`src/hw/rtl/ced_pkg.sv`:
```
// Shared constants and types for the clamped-edge 2-D convolution core.
`default_nettype none
package ced_pkg;
    localparam int MAX_COLS   = 2048;
    localparam int MAX_KERNEL = 9;
    localparam int LINE_DEPTH = MAX_KERNEL * MAX_COLS;
    localparam int COEF_DEPTH = MAX_KERNEL * MAX_KERNEL;
    localparam int HALF_MAX   = (MAX_KERNEL - 1) / 2;
    localparam int LINE_AW    = $clog2(LINE_DEPTH);
    localparam int COEF_AW    = $clog2(COEF_DEPTH);
    localparam int COL_W      = $clog2(MAX_COLS);
    localparam int HALF_W     = 3;
    localparam int KW_W       = $clog2(MAX_KERNEL + 1);
    localparam int ROW_W      = 16;
    localparam int CFG_COL_W  = 12;
    localparam int POS_W      = ROW_W + COL_W + 1;
    localparam int PIX_W      = 8;
    localparam int COEF_W     = 18;
    localparam int PROD_W     = PIX_W + COEF_W + 1;
    localparam int ACC_W      = PROD_W + COEF_AW;

    typedef enum logic [1:0] {
        KIND_COEF  = 2'd0,
        KIND_PIXEL = 2'd1,
        KIND_FLUSH = 2'd2,
        KIND_NONE  = 2'd3
    } t_kind;

    typedef enum logic [1:0] {
        REG_ROWS = 2'd0,
        REG_COLS = 2'd1,
        REG_HALF = 2'd2,
        REG_NONE = 2'd3
    } t_reg;

    // one tap moving from the address sequencer into the MAC
    typedef struct packed {
        logic valid;
        logic last;
    } t_tap;
endpackage
`default_nettype wire

```
`src/hw/rtl/ced_coef_mem.sv`:
```
// Coefficient storage: one write port, one registered read port.
`default_nettype none
module ced_coef_mem (
    input  wire logic                        i_clk,
    input  wire logic                        i_we,
    input  wire logic [ced_pkg::COEF_AW-1:0] i_waddr,
    input  wire logic signed [ced_pkg::COEF_W-1:0] i_wdata,
    input  wire logic [ced_pkg::COEF_AW-1:0] i_raddr,
    output logic signed [ced_pkg::COEF_W-1:0] o_rdata
);
    import ced_pkg::*;

    logic signed [COEF_W-1:0] r_mem [COEF_DEPTH];

    always_ff @(posedge i_clk) begin
        if (i_we) begin
            r_mem[i_waddr] <= i_wdata;
        end
        o_rdata <= r_mem[i_raddr];
    end
endmodule
`default_nettype wire

```
`config.mk`:
```
export PLATFORM = sky130hd
export DESIGN_NAME = ced_coef_mem
export DESIGN_NICKNAME = d
export VERILOG_FILES = /design/src/hw/rtl/ced_pkg.sv /design/src/hw/rtl/ced_coef_mem.sv
export SDC_FILE = /design/constraint.sdc
export NUM_CORES = 1
export LEC_CHECK = 0
export BUFFER_PORTS_ARGS = -buffer_cell sky130_fd_sc_hd__buf_2
export CAP_MARGIN = 40
export CORE_MARGIN = 3
export CORE_UTILIZATION = 45
export CTS_CLUSTER_SIZE = 16
export DETAILED_ROUTE_END_ITERATION = 8
export SLEW_MARGIN = 20
export SYNTH_ARGS = -nofsm -noshare
export SYNTH_HDL_FRONTEND = slang
export SYNTH_SLANG_ARGS = --single-unit
```
`constraint.sdc`:
```
create_clock -name i_clk -period 5.1 [get_ports i_clk]
set_input_delay 0.255 -clock i_clk [delete_from_list [all_inputs] [get_ports i_clk]]
set_output_delay 0.255 -clock i_clk [all_outputs]
set_load 0.005 [all_outputs]
```
---- After elaboration in Yosys (flattened, before gate mapping) ----
Memory sizes are Yosys's and may differ from the RTL's. A register that Yosys moved wholly into a read port is not among the register bits.
Index checks and enable logic that the tools add are counted.
cells by class
  multiplexer cells ....................... 2
operator list
  kind              number
  1-bit 2-to-1 mux  2
storage, ports and cells
  memories ................................ 1
  input bits .............................. 34
  memory bits (writable) .................. 1,458
  output and inout bits ................... 18
  flip-flop bits (word level) ............. 0
memory list
  name   words  width  rd ports  clocked after Yosys merged registers in  write ports  RTL line            source
  r_mem  81     18     1         1                                        1            ced_coef_mem.sv:13  logic signed [COEF_W-1:0] r_mem [COEF_DEPTH];

---- Depth between registers and ports, before layout ----
  depth after elaboration ................. 2
  mapped depth ............................ 9

---- Worst setup path before layout ----
No wires, ideal clock.
  path type ............................... input to register
  start point ............................. input i_we
  end point ............................... memory r_mem[24][0] (enable)
  stages .................................. 3
  arrival ................................. 2.565 ns
  setup slack ............................. 2.095 ns
  setup time .............................. 0.440 ns
  path through ............................ clkbuf_1 > nand4_1 > nor4_1
on the way
  longest elaborated chain between the ends .. 2
RTL lines
  item                                    RTL line            source
  from (decl)                             ced_coef_mem.sv:5   input wire logic i_we,
  1-bit 2-to-1 mux                        ced_coef_mem.sv:16  if (i_we) begin
  1-bit 2-to-1 mux (not written as such)  ced_coef_mem.sv:17  r_mem[i_waddr] <= i_wdata;
  to (decl)                               ced_coef_mem.sv:13
No other way between the ends.

==> flow_metrics.tcl <==
set metrics [dict create \
    syn_inst 2517 \
    grt-ovfl-total 0 \
    crit_type "primary input to register" \
    total_track_usage_pct 21.9 \
    clock_buffer_count_from_cts 151 \
    cts-root-buf "sky130_fd_sc_hd__clkbuf_16" \
    dpl_worst_slack_ps 1620 \
    crit-reg2reg-launch "r_mem[41][14]" \
    worst_ep_arrival_time_ps 3240 \
    drcViolationCount 0 \
    ir_drop_v 0.000325 \
    dpl.cell_count 4197 \
    worst_setup_path_end_kind "register" \
    post_cts_resize_count 0 \
    timing.setup.tns_ps 0 \
    total_iterations_of_the_first_detailed_routing_run 5 \
    post_synthesis_cell_type_with_the_largest_combined_area "sky130_fd_sc_hd__edfxtp_1" \
    clkSinkCount 1476 \
    number_of_cells_traversed_by_the_worst_hold_path 2 \
    top_layer_used "met4" \
    startpoint_type "primary input" \
    h-tree-depth 4 \
    final.setup.worst_slack_ps 2450 \
    clock_latency_ps 770 \
    dpl.hpwl_mm 81.7 \
    fillerInstances 9347 \
    final_antenna_net_count 0 \
    cts.reportedPaths.clkPinSlew_ps 60 \
    place_area_sq_um 59400 \
    clock_tree.buffer_depth 3 \
    overall_die_width_um 359 \
    worstHoldStart "i_wdata[11]" \
    synth.cell_area_sq_um 56200 \
    synth_seq_cells 1476 \
    rsz0062_at_grt "no" \
    ys_top_cells_by_count "sky130_fd_sc_hd__edfxtp_1 (1458), sky130_fd_sc_hd__mux4_2 (346), sky130_fd_sc_hd__nor2_1 (82)" \
    top_level_ports 52 \
    number_of_vias_per_cell 6.02 \
    synth_largest_type_area_fraction_pct 78.0 \
    synth.net_count 2551 \
    netlist-cell-type-count 38 \
    worst-path-max-fanout 61 \
    post_synthesis_mean_instance_area_sq_um 22.3 \
    synth_warn 0 \
    report.power.total_mw 25.3 \
    synth_most_common_cell "sky130_fd_sc_hd__edfxtp_1" \
    ys_dominant_reg_cell "sky130_fd_sc_hd__edfxtp_1" \
    endpoint_of_the_most_critical_register_to_register_path "o_rdata[14]" \
    number_of_enable_type_register_cells_in_the_synthesized_netlist 1458 \
    design.core.area_sq_um 123000 \
    area_growth_pct 15.1 \
    cap_viol_max_count 0 \
    gp_routability_congestion 0.822 \
    layout_worst_path_cycle_share_pct 52.0 \
    die_area_sq_um 129000 \
    total_met3_wirelength_after_detailed_routing_mm 11.8 \
    min_delay_endpoint "r_mem[13][11]" \
    route.layer.met1.wl_mm 58.1 \
    final.setup_skew_ps 31.2 \
    avgRoutedWirePerCell_um 31.2 \
    met2_wirelength_mm 66.8 \
    grt_pass1_vias 27800 \
    die_h_um 359 \
    antenna_violations_before_repair 6 \
    drt-total-wl_mm 140 \
    drtIter0Drc 3348 \
    final_max_tran_viols 0 \
    grt_start_max_net_pins 82 \
    static-leakage-power_nw 20.3 \
    fin_hold_ws_ps 31.5 \
    grt_pass1_wl_mm 203 \
    max_freq_mhz 377 \
    finalCoreUtilization_pct 52.6 \
    fin_cells 4501 \
    seq_area_frac_synth_pct 78.6 \
    reg2reg_depth 5 \
    fin_crit_ps 2650 \
    slew_headroom_pct 39.4 \
    worst_hold_path_type "primary input to register" \
    setup.reg_to_reg.worst_slack_ps 2610 \
    standard_cell_rows 128 \
    pwr_density_cell_nw_per_um2 392 \
    layout.cell_area.non_filler_sq_um 64600 \
    async_s_r_ff_share_synth_pct 0 \
    buffer_ports.inserted 51 \
    largest_cells_by_area_after_synthesis "sky130_fd_sc_hd__edfxtp_1 (78%), sky130_fd_sc_hd__mux4_2 (14%), sky130_fd_sc_hd__mux2i_1 (1.2%)" \
    transition_at_the_pin_with_the_smallest_max_transition_slack_ps 900 \
    setup-violations-final 0 \
    start_util_pct 45.7 \
    tritoncts "done" \
    drive_gt1_share_pct 30.8 \
    required_ps 5690 \
    status "complete, no violations" \
    design.final.nets 2786 \
    final_hold_viol_count 0 \
    dr_total_vias 27100 \
]
sequential cells by signal, indices dropped and copies added (netlist names):
name / cells
r_mem: 1458
o_rdata: 18
cell families (layout without fill, tap and decap cells):
| group | after synthesis | after routing | share of synthesized area [%] |
|---|---|---|---|
| flops | 1476 | 1476 | 78.6 |
| mux | 450 | 450 | 15.8 |
| simple gates | 241 | 241 | 1.89 |
| compound gates | 208 | 208 | 2.48 |
| buf+inv | 142 | 496 | 1.20 |
| other cells | 0 | 5 | 0 |
placed cells by master (no fill, tap or decap), types with 5 or more instances in the layout:
cell                            instances
sky130_fd_sc_hd__a22oi_1               46
sky130_fd_sc_hd__o221ai_1              14
sky130_fd_sc_hd__a32oi_1               12
sky130_fd_sc_hd__buf_4                132
sky130_fd_sc_hd__nor2_2                60
sky130_fd_sc_hd__mux2i_1               68
sky130_fd_sc_hd__mux2_2                36
sky130_fd_sc_hd__diode_2                5
sky130_fd_sc_hd__clkinv_2              27
sky130_fd_sc_hd__nor2_4                 9
sky130_fd_sc_hd__dfxtp_1               18
sky130_fd_sc_hd__a211oi_1              16
sky130_fd_sc_hd__nand2_1               78
sky130_fd_sc_hd__nor2_1                13
sky130_fd_sc_hd__edfxtp_1            1458
sky130_fd_sc_hd__o21ai_0               38
sky130_fd_sc_hd__mux4_2               346
sky130_fd_sc_hd__a21oi_1               14
sky130_fd_sc_hd__buf_12                17
sky130_fd_sc_hd__clkbuf_1              31
sky130_fd_sc_hd__nor2b_1                9
sky130_fd_sc_hd__buf_16                 9
sky130_fd_sc_hd__nand2b_1               6
sky130_fd_sc_hd__clkbuf_16            155
sky130_fd_sc_hd__nor3_1                 5
sky130_fd_sc_hd__dlygate4sd3_1         14
sky130_fd_sc_hd__nand3_1               33
sky130_fd_sc_hd__clkinv_1              34
sky130_fd_sc_hd__bufinv_16             11
sky130_fd_sc_hd__buf_2                 42
sky130_fd_sc_hd__o22ai_1               57
sky130_fd_sc_hd__nor3_2                 6
layer usage:
layer	up-vias	global-route usage, %
met1	14600	31.3
met3	191	5.07
met2	1141	34.1
met5	-	0
li1	11200	-
met4	0	6.20
repair_timing:
action | 4_1_cts | 5_1_grt
setup buffers | 0 | 0
hold buffers | 8 | 6
hold endpoints to repair | 150 | 76
worst max-delay path, stage by stage:
cell and delay (ps):
sky130_fd_sc_hd__buf_8 510, sky130_fd_sc_hd__buf_12 290, sky130_fd_sc_hd__mux4_2 530, sky130_fd_sc_hd__mux2i_1 310, sky130_fd_sc_hd__o22ai_1 180, sky130_fd_sc_hd__o21ai_0 740
sky130_fd_sc_hd__nand3_1 250
cell type report:
class / instances / area [sq um] / share of cell area [%]
antenna: 5 / 12.5 / 0.0194
clock buffer: 188 / 4020 / 6.23
clock inverter: 84 / 741 / 1.15
inverter: 1 / 5.00 / 0.00775
multi-input combinational: 899 / 11600 / 18.0
sequential: 1476 / 44100 / 68.3
tap: 1625 / 2030 / 3.15
timing repair buffer: 223 / 2040 / 3.16
where the power goes:
| part | total (mW) | internal, mW | switching [mW] |
|---|---|---|---|
| sequential | 13.4 | 13.4 | 0.0445 |
| clock | 10.6 | 6.15 | 4.49 |
| combinational | 1.23 | 0.458 | 0.774 |
how the worst max path moves through the flow:
stage,cells past startpoint,to,startpoint
final,7,o_rdata[14],i_raddr[0]
after CTS,7,o_rdata[14],i_raddr[0]
after global placement,7,o_rdata[14],i_raddr[0]
after detailed placement,7,o_rdata[14],i_raddr[0]
after global routing,7,o_rdata[5],i_raddr[0]
after floorplan,3,r_mem[24][0],i_we
(Power assumes the default switching activity.)
