--- src/hw/rtl/ced_pkg.sv ---
// Shared constants and types for the clamped-edge 2-D convolution core.
`default_nettype none
package ced_pkg;
    localparam int MAX_COLS   = 2048;
    localparam int MAX_KERNEL = 9;
    localparam int LINE_DEPTH = MAX_KERNEL * MAX_COLS;
    localparam int COEF_DEPTH = MAX_KERNEL * MAX_KERNEL;
    localparam int HALF_MAX   = (MAX_KERNEL - 1) / 2;
    localparam int LINE_AW    = $clog2(LINE_DEPTH);
    localparam int COEF_AW    = $clog2(COEF_DEPTH);
    localparam int COL_W      = $clog2(MAX_COLS);
    localparam int HALF_W     = 3;
    localparam int KW_W       = $clog2(MAX_KERNEL + 1);
    localparam int ROW_W      = 16;
    localparam int CFG_COL_W  = 12;
    localparam int POS_W      = ROW_W + COL_W + 1;
    localparam int PIX_W      = 8;
    localparam int COEF_W     = 18;
    localparam int PROD_W     = PIX_W + COEF_W + 1;
    localparam int ACC_W      = PROD_W + COEF_AW;

    typedef enum logic [1:0] {
        KIND_COEF  = 2'd0,
        KIND_PIXEL = 2'd1,
        KIND_FLUSH = 2'd2,
        KIND_NONE  = 2'd3
    } t_kind;

    typedef enum logic [1:0] {
        REG_ROWS = 2'd0,
        REG_COLS = 2'd1,
        REG_HALF = 2'd2,
        REG_NONE = 2'd3
    } t_reg;

    // one tap moving from the address sequencer into the MAC
    typedef struct packed {
        logic valid;
        logic last;
    } t_tap;
endpackage
`default_nettype wire

--- src/hw/rtl/ced_mac.sv ---
// Multiply-accumulate over the window taps, then truncate and saturate.
`default_nettype none
module ced_mac (
    input  wire logic                         i_clk,
    input  wire logic                         i_rst_n,
    input  wire logic                         i_start,
    input  wire ced_pkg::t_tap                i_tap,
    input  wire logic [ced_pkg::PIX_W-1:0]    i_pix,
    input  wire logic signed [ced_pkg::COEF_W-1:0] i_coef,
    output logic                              o_done,
    output logic [ced_pkg::PIX_W-1:0]         o_pix,
    output logic                              o_clip
);
    import ced_pkg::*;

    logic                     r_prod_v, r_prod_last;
    logic signed [PROD_W-1:0] r_prod;
    logic signed [ACC_W-1:0]  r_acc;
    logic signed [ACC_W-1:0]  sum;
    logic [PIX_W-1:0]         n_pix;
    logic                     n_clip;

    assign sum = r_acc + ACC_W'(r_prod);

    always_comb begin
        n_pix  = '0;
        n_clip = 1'b0;
        if (sum <= -ACC_W'(65536)) begin
            n_clip = 1'b1;
        end else if (sum < 0) begin
            n_pix = '0;
        end else if (sum[ACC_W-1:16] > (ACC_W-16)'(255)) begin
            n_pix  = '1;
            n_clip = 1'b1;
        end else begin
            n_pix = sum[16 +: PIX_W];
        end
    end

    always_ff @(posedge i_clk) begin
        if (!i_rst_n) begin
            r_prod_v    <= 1'b0;
            r_prod_last <= 1'b0;
            o_done      <= 1'b0;
        end else begin
            r_prod_v    <= i_tap.valid;
            r_prod_last <= i_tap.last;
            o_done      <= r_prod_v && r_prod_last;
        end
        r_prod <= $signed({1'b0, i_pix}) * i_coef;
        if (i_start) begin
            r_acc <= '0;
        end else if (r_prod_v) begin
            r_acc <= sum;
        end
        if (r_prod_v && r_prod_last) begin
            o_pix  <= n_pix;
            o_clip <= n_clip;
        end
    end
endmodule
`default_nettype wire

--- config.mk ---
export PLATFORM = sky130hd
export DESIGN_NAME = ced_mac
export DESIGN_NICKNAME = d
export VERILOG_FILES = /design/src/hw/rtl/ced_pkg.sv /design/src/hw/rtl/ced_mac.sv
export SDC_FILE = /design/constraint.sdc
export NUM_CORES = 1
export LEC_CHECK = 0
export BUFFER_PORTS_ARGS = -buffer_cell sky130_fd_sc_hd__buf_2
export CAP_MARGIN = 20
export CELL_PAD_IN_SITES_DETAIL_PLACEMENT = 1
export CELL_PAD_IN_SITES_GLOBAL_PLACEMENT = 1
export CORE_MARGIN = 3
export CORE_UTILIZATION = 34
export DETAILED_ROUTE_END_ITERATION = 8
export MAX_ROUTING_LAYER = met4
export PLACE_DENSITY_LB_ADDON = 0.2
export SLEW_MARGIN = 15
export SYNTH_ARGS = -nofsm -noshare
export SYNTH_HDL_FRONTEND = slang
export SYNTH_SLANG_ARGS = --single-unit
--- constraint.sdc ---
create_clock -name i_clk -period 7 [get_ports i_clk]
set_input_delay 0.35 -clock i_clk [delete_from_list [all_inputs] [get_ports i_clk]]
set_output_delay 0.35 -clock i_clk [all_outputs]
set_load 0.02 [all_outputs]
# ---- Word level (Yosys, flattened, before mapping)
# Cells that the tools add are included.
dict set report classes {
  n_addsub 1
  mul 1
  order_cmp 3
  mux 3
  reduce_logical 2
}
# cell n
set ops {}
lappend ops {{34-bit by 27-bit adder with 34-bit output} 1}
lappend ops {{34-bit by 17-bit less-or-equal comparator with 1-bit output, second input constant} 1}
lappend ops {{34-bit by 1-bit less-than comparator with 1-bit output, second input constant} 1}
lappend ops {{9-bit by 18-bit multiplier with 27-bit output} 1}
lappend ops {{18-bit by 8-bit greater-than comparator with 1-bit output, second input constant} 1}
lappend ops {{8-bit two-way mux} 1}
lappend ops {{1-bit two-way mux} 2}
lappend ops {{2-bit OR reduction} 1}
lappend ops {{1-bit logical AND} 1}
dict set report totals {
  register_bits 73
  in_bits 31
  out_inout_bits 10
}

# ---- Longest topological paths before layout
# Gate-level depths: netlist (run 1).
dict set report logic_depth {
  depth_word 4
  ltp_mapped 23
  mapped_depth_nobuf 21
}

# ---- Worst setup path before layout (run 1)
# Ideal clock, no wire load.
dict set report synth_timing {
  path_type {input port to flip-flop}
  startpoint {input i_pix[2] (netlist bit)}
  endpoint {register r_prod[26]}
  setup_time_ns 0.120
  t_arrival_ns 5.212
  slack_ns 1.668
  stages 22
  n_path_buf 2
  cell_sequence {clkbuf_1 clkbuf_1 nand2_1 fa_1 inv_1 fa_1 ha_1 inv_1 fa_1 inv_1 fa_1 a21o_1 a21oi_1 o211ai_1 a41oi_1 o311a_1 a21oi_1 o31ai_1 a21oi_1 nor4_1 a21oi_1 xnor2_1}
}
dict set report synth_via {
  elab_chain_len 1
}
# element line
set synth_rtl {}
lappend synth_rtl {{from (decl)} ced_mac.sv:8} ;# input wire logic [ced_pkg::PIX_W-1:0] i_pix,
lappend synth_rtl {{9-bit by 18-bit multiplier with 27-bit output} ced_mac.sv:50} ;# r_prod <= $signed({1'b0, i_pix}) * i_coef;
lappend synth_rtl {{to (signal assigned)} ced_mac.sv:50}
lappend synth_rtl {{to (decl)} ced_mac.sv:17} ;# logic signed [PROD_W-1:0] r_prod;
# Every way passes these cells.
# A chain may end at the register's enable or synchronous reset.

# ---- Worst setup path in the final report (run 1)
# Same ends and word-level chain as after synthesis.

==> results of run 1 <==
-- layer usage --
layer,share of wire,vias to the layer above,GRT usage,wire length (microns)
met1,0.54,3338,0.239,11800
met2,0.44,55,0.252,9510
met3,0.014,13,0.0142,315
met5,0,-,-,0
li1,-,3479,-,-
met4,0.010,0,0.0268,222
-- registers in the layout, indices dropped and copies added, names as in the netlist --
signal	cells
o_clip	1
o_done	1
o_pix	8
r_acc	34
r_prod	27
r_prod_last	1
r_prod_v	1
-- layout make-up --
class	count	area (sq um)
Fill cell	3140	16200
Timing Repair Buffer	41	208
Clock inverter	7	104
Sequential cell	73	1550
Inverter	179	672
Tap cell	335	419
Clock buffer	9	225
Multi-Input combinational cell	770	6860
-- cell usage after synthesis, types with 2 or more instances --
cell type / instances / area, sq um
a41oi_1: 3 / 26.3
o21a_1: 5 / 37.5
fa_1: 115 / 2300
a21boi_0: 3 / 22.5
or3_1: 4 / 25.0
inv_1: 178 / 668
o21bai_1: 3 / 22.5
edfxtp_1: 9 / 270
a31o_2: 2 / 17.5
a211o_1: 3 / 26.3
nor2b_1: 7 / 43.8
and2_1: 89 / 557
nor3_1: 16 / 80.1
buf_1: 2 / 7.51
nand2_1: 96 / 360
xor2_1: 12 / 105
nand2b_1: 4 / 25.0
o31ai_1: 4 / 30.0
mux2i_1: 21 / 210
a31oi_1: 5 / 31.3
a221oi_1: 2 / 17.5
a21oi_1: 53 / 265
or4b_1: 2 / 20.0
nand4_1: 8 / 50.1
nor2_1: 62 / 233
ha_1: 87 / 1090
a22o_1: 3 / 26.3
buf_2: 2 / 10.0
and3_1: 10 / 62.6
o21ai_1: 3 / 15.0
o31a_1: 6 / 52.6
or2_2: 4 / 25.0
dfxtp_1: 64 / 1280
nand3_1: 11 / 55.1
a21o_1: 22 / 165
xnor2_1: 33 / 289
o21ai_0: 20 / 100
nor4_1: 5 / 31.3
a211oi_1: 12 / 90.1
a311oi_1: 2 / 17.5
clkbuf_1: 24 / 90.1
o211ai_1: 3 / 22.5
-- where the power goes --
part           total (W)  switching (W)  internal (W)
Combinational    0.00286        0.00165       0.00121
Clock           0.000505       0.000189      0.000316
Sequential      0.000660      0.0000689      0.000591
-- stage by stage --
| stage | util | std cells | setup slack [ns] |
|---|---|---|---|
| finish | 0.382 | 1414 | 1.75 |
| global route | 0.382 | 1414 | 1.34 |
| CTS | 0.382 | 1414 | 1.67 |
| detailed placement | 0.369 | 1398 | 1.32 |
| global placement | 0.369 | 1398 | 1.38 |
| floorplan | - | 1050 | 1.67 |
-- how the worst max path moves through the flow --
stage	from	endpoint	slack, ns	cells after the start
floorplan	i_pix[2]	r_prod[26]	1.67	22
global placement	i_pix[2]	r_prod[26]	1.38	21
detailed placement	i_pix[2]	r_prod[26]	1.32	21
CTS	i_pix[2]	r_prod[26]	1.67	21
global route	i_pix[2]	r_prod[25]	1.34	21
finish	i_pix[2]	r_prod[26]	1.75	21
-- logic make-up (layout without fill, tap and decap cells) --
logic type,Yosys count,after routing,synth area share
compound gates,169,169,0.124
mux,21,21,0.0229
xor+xnor,45,45,0.0429
flops,73,73,0.169
buf+inv,207,236,0.0848
fa+ha+maj,202,202,0.369
simple gates,333,333,0.187
==> impl_metrics.ini, run 1 <==
[synthesis]
ys_seq_area_frac = 0.169
synth_cell_type_count = 73
synth_edf_count = 9
yosys_warnings = 0
ys_seq_elements = 73
avgSynthCellArea_sq_um = 8.75
synthArstFlopShare = 0
syn_inst = 1050
synth_area_sq_mm = 0.00919
synth_ff_type = dfxtp_1
syn_nets = 1283

[critical_path]
cp_data_arrival_time_ns = 5.47
r2r_cells = 13
critical_path_class = primary input to flop
cpMaxStageDelayCell = fa_1
reg2reg_slack_ns = 2.97
start_kind = primary input
reg2reg_from = r_prod[0]
endpoint_kind = flop
crit_buf_inv = 4
max_stage_delay_ns = 0.55
rr_endpoint = o_pix[4]
critical-path-top-delay-family = adder cells
critical_path_required_ns = 7.22
path_cells = buf_2, nand2_1, fa_1, inv_1, fa_1, ha_1, inv_1, fa_1, inv_1, fa_1, a21o_1, a21oi_1, o211ai_1, a41oi_1, o311a_1, a21oi_1, o31ai_1, a21oi_1, nor4_1, a21oi_1, xnor2_1
path_max_fanout = 18

[worst_hold_path]
hold_end = r_prod_v
hp-start = i_tap[1]
hold_path.class = primary input to flop
hold_path_depth = 2

[global_route]
grt-ovfl-total = 0
grtUsageTotal = 0.164
grt_pass1_vias = 7425
grt_first_pass_wirelength_microns = 37700
grt_max_degree = 35
antenna_found_initial = 0

[job]
max-cap-violations = 0

[timing]
clock.fmax_ghz = 0.191
max_slew_margin = 0.487
timing.final.crit_share = 0.750
worst_hold_slack_ns = 0.219
rsz0062_at_grt = no
worstMarginPinSlew_ns = 0.769
finalCriticalPeriod_ns = 5.25
fin_skew_ns = 0.00811
fin_tns_setup_ns = 0
setup_viol = 0
finalHoldViolCount = 0
report.final.slew_viol_count = 0

[final_layout]
fin_area_sq_mm = 0.0100
area_growth_pct = 9.23
diodes = 0
mostFrequentLayoutCell = inv_1
fin_nets = 1307
drive_gt1_frac = 0.0704
final_cell_mix = inv_1, fa_1, nand2_1

[clocking]
cts_tree = built
cts_setup_buffers = 0
clock-root-buffer = clkbuf_16
htree_levels = 3
cts_buffer_depth = 2
cts-resized-gates = 0
path_clk_slew_ns = 0.06
cts_inserted_buffers = 9
clock_latency_ns = 0.34
cts_hold_buf = 0
cts_sinks = 73

[place]
portBuffers = 40
place_congestion = 0.838
postPlaceCellArea_sq_mm = 0.00971
hpwlAfterDp_microns = 17700

[floorplan]
core_sq_mm = 0.0263
rows = 59
die_w_microns = 170
fp.dieH_microns = 170
start_util = 0.350
io_pins = 41
dieArea_sq_mm = 0.0290

[drt]
routed_wl_microns = 21800
post_drt_wl_per_cell_microns = 15.4
drt_iter0_drc = 188
drc = 0
antenna_left = 0
vias = 6885
first_pass_iters = 4
via_per_inst = 4.87

[power_and_ir_drop]
power.density_mw_per_mm2 = 401
fin_total_pwr_w = 0.00403
p_leak_nw = 4.94
ir_worst_vdd_mv = 0.128

[status]
status = complete, no violations
No activity file was read; power rests on OpenSTA's default activity.
==> run 2, diff against run 1 <==
==> constraint.sdc (replaced) <==
create_clock -name i_clk -period 5.11 [get_ports i_clk]
set_input_delay 0.2555 -clock i_clk [delete_from_list [all_inputs] [get_ports i_clk]]
set_output_delay 0.2555 -clock i_clk [all_outputs]
set_load 0.02 [all_outputs]
==> run 2 against run 1 <==
Compared with the run above:
- non-clock buffer count is 20 higher
- sequential power is 37% higher
- sequential cell count stayed put
- hold slack worse by 0.091 ns
- wire length is 1.7% higher
- critical path depth is 1 higher
- register-to-register slack worse by 1.9 ns
- power is 41% higher
- clock skew is 0.0026 ns higher
- global-route usage is 0.43 points higher
- die area stayed put
- setup slack worse by 1.4 ns
- largest power group unchanged
==> impl_metrics.ini, run 2 (synthesis results as in run 1) <==
[place]
place_congestion = 0.798
pre_cts_slack_ns = -0.157
hpwlAfterDp_microns = 18600
portBuffers = 40

[final_layout]
area.sequential_sq_mm = 0.00155
area_growth_pct = 11.1
mostFrequentLayoutCell = inv_1
max_flop_register = r_acc
diodes = 0
largest_reg_flops = 34
fillers = 3146
multi_input_area_sq_mm = 0.00687
biggestRegsByFlops = r_acc: 34 flops, r_prod: 27 flops, o_pix: 8 flops
fin_nets = 1327
final_cell_mix = inv_1, fa_1, nand2_1
drive_gt1_frac = 0.0883

[clocking]
cts_buffer_depth = 2
path_clk_slew_ns = 0.06
cts_hold_buf = 0
clock-root-buffer = clkbuf_16
cts_tree = built
htree_levels = 3
cts-resized-gates = 0
cts_setup_buffers = 0
cts_inserted_buffers = 9
clock_latency_ns = 0.34
cts_sinks = 73

[timing]
timing.final.crit_share = 0.923
setup_viol = 0
report.final.slew_viol_count = 0
worstMarginPinSlew_ns = 0.742
fin_skew_ns = 0.0108
fin_tns_setup_ns = 0
fin_ws_ns = 0.395
rsz0062_at_grt = no
finalHoldViolCount = 0
finalCriticalPeriod_ns = 4.71
max_slew_margin = 0.500
clock.fmax_ghz = 0.212

[status]
status = complete, no violations

[global_route]
grt_pass1_vias = 7643
grtUsageTotal = 0.168
grt_max_degree = 35
grt-ovfl-total = 0
antenna_found_initial = 0
grt_first_pass_wirelength_microns = 38800

[critical_path]
critical-path-top-delay-family = adder cells
critical_path_class = primary input to flop
endpoint_kind = flop
path_cells = buf_2, nand2_1, fa_1, inv_1, fa_1, ha_1, inv_1, fa_1, inv_1, ha_1, a21o_1, a21oi_1, nor2b_1, o21a_1, o311ai_1, buf_4, a31oi_1, a41o_1, a21oi_1, o21bai_1, a21oi_1, xnor2_1
critical_path_required_ns = 5.37
cp_data_arrival_time_ns = 4.97
cpMaxStageDelayCell = fa_1
start_kind = primary input
path_max_fanout = 12
max_stage_delay_ns = 0.54
crit_buf_inv = 5

[drt]
antenna_left = 0
post_drt_wl_per_cell_microns = 15.5
vias = 6980
drt_iter0_drc = 246
via_per_inst = 4.87
drt-met1-wl_microns = 11500
routed_wl_microns = 22200
wl_met2_microns = 10100
first_pass_iters = 4
drc = 0
top_layer = met4
dr_wl_met3_microns = 399

[power_and_ir_drop]
power.density_mw_per_mm2 = 558
ir_worst_vdd_mv = 0.194
p_leak_nw = 5.03

[floorplan]
dieArea_sq_mm = 0.0290
rows = 59
io_pins = 41
start_util = 0.350
die_w_microns = 170
fp.dieH_microns = 170
core_sq_mm = 0.0263

[worst_hold_path]
hold_path.class = primary input to flop

[job]
max-cap-violations = 0
## run 2: cell types whose count changed in the layout (fill, tap and decap cells not counted), sizes merged
cell	change
buf	+19
clkbuf	+4
clkinv	-3
bufinv	-1
clkinvlp	+1
## run 2: worst register-to-register path: stages, from the launching register on
cell and delay [ns]:
dfxtp_1 0.31, ha_1 0.22, fa_1 0.42, a211oi_1 0.35
o21ai_1 0.19, a31oi_1 0.37, a211oi_1 0.16, a31oi_1 0.18
a41oi_1 0.22, o21ai_1 0.21, xnor2_1 0.12, or4_4 0.56
nor3_4 0.27, a21oi_1 0.14
## run 2: power by group
group	switching (W)	leakage [nW]	internal, W	total, W
Clock	0.000257	0.160	0.000440	0.000697
Combinational	0.00232	4.26	0.00177	0.00409
Sequential	0.0000958	0.614	0.000810	0.000906
## run 2: per-layer routing
layer | vias to the layer above | global-route usage
met4 | 0 | 0.0325
met5 | - | -
li1 | 3506 | -
met3 | 11 | 0.0156
met1 | 3402 | 0.233
met2 | 61 | 0.270
## run 2: worst paths after layout
kind | startpoint | end | slack (ns) | cells after the start
min | i_tap[1] | r_prod_v | 0.13 | 2
max | i_pix[1] | r_prod[25] | 0.40 | 22
min reg2reg | r_acc[21] | r_acc[21] | 0.48 | 2
max reg2reg | r_prod[0] | o_pix[5] | 1.11 | 13
## run 2: cell type report
cell class | instances | area share
clock inverter | 4 | 0.00539
sequential | 73 | 0.152
clock buffer | 12 | 0.0273
tap | 335 | 0.0411
timing repair buffer | 61 | 0.0353
inverter | 179 | 0.0658
multi-input combinational | 770 | 0.673
## run 2: through the flow
step,cell area [sq um],hold WS (ns),power (W),cells,utilization
2_1_floorplan,9200,0.377,0.00401,1050,-
3_3_place_gp,9870,0.459,0.00495,1418,0.375
3_5_place_dp,9870,0.468,0.00503,1418,0.375
4_1_cts,10200,0.116,0.00577,1434,0.388
5_1_grt,10200,0.137,0.00642,1434,0.388
6_report,10200,0.128,0.00569,1434,0.388
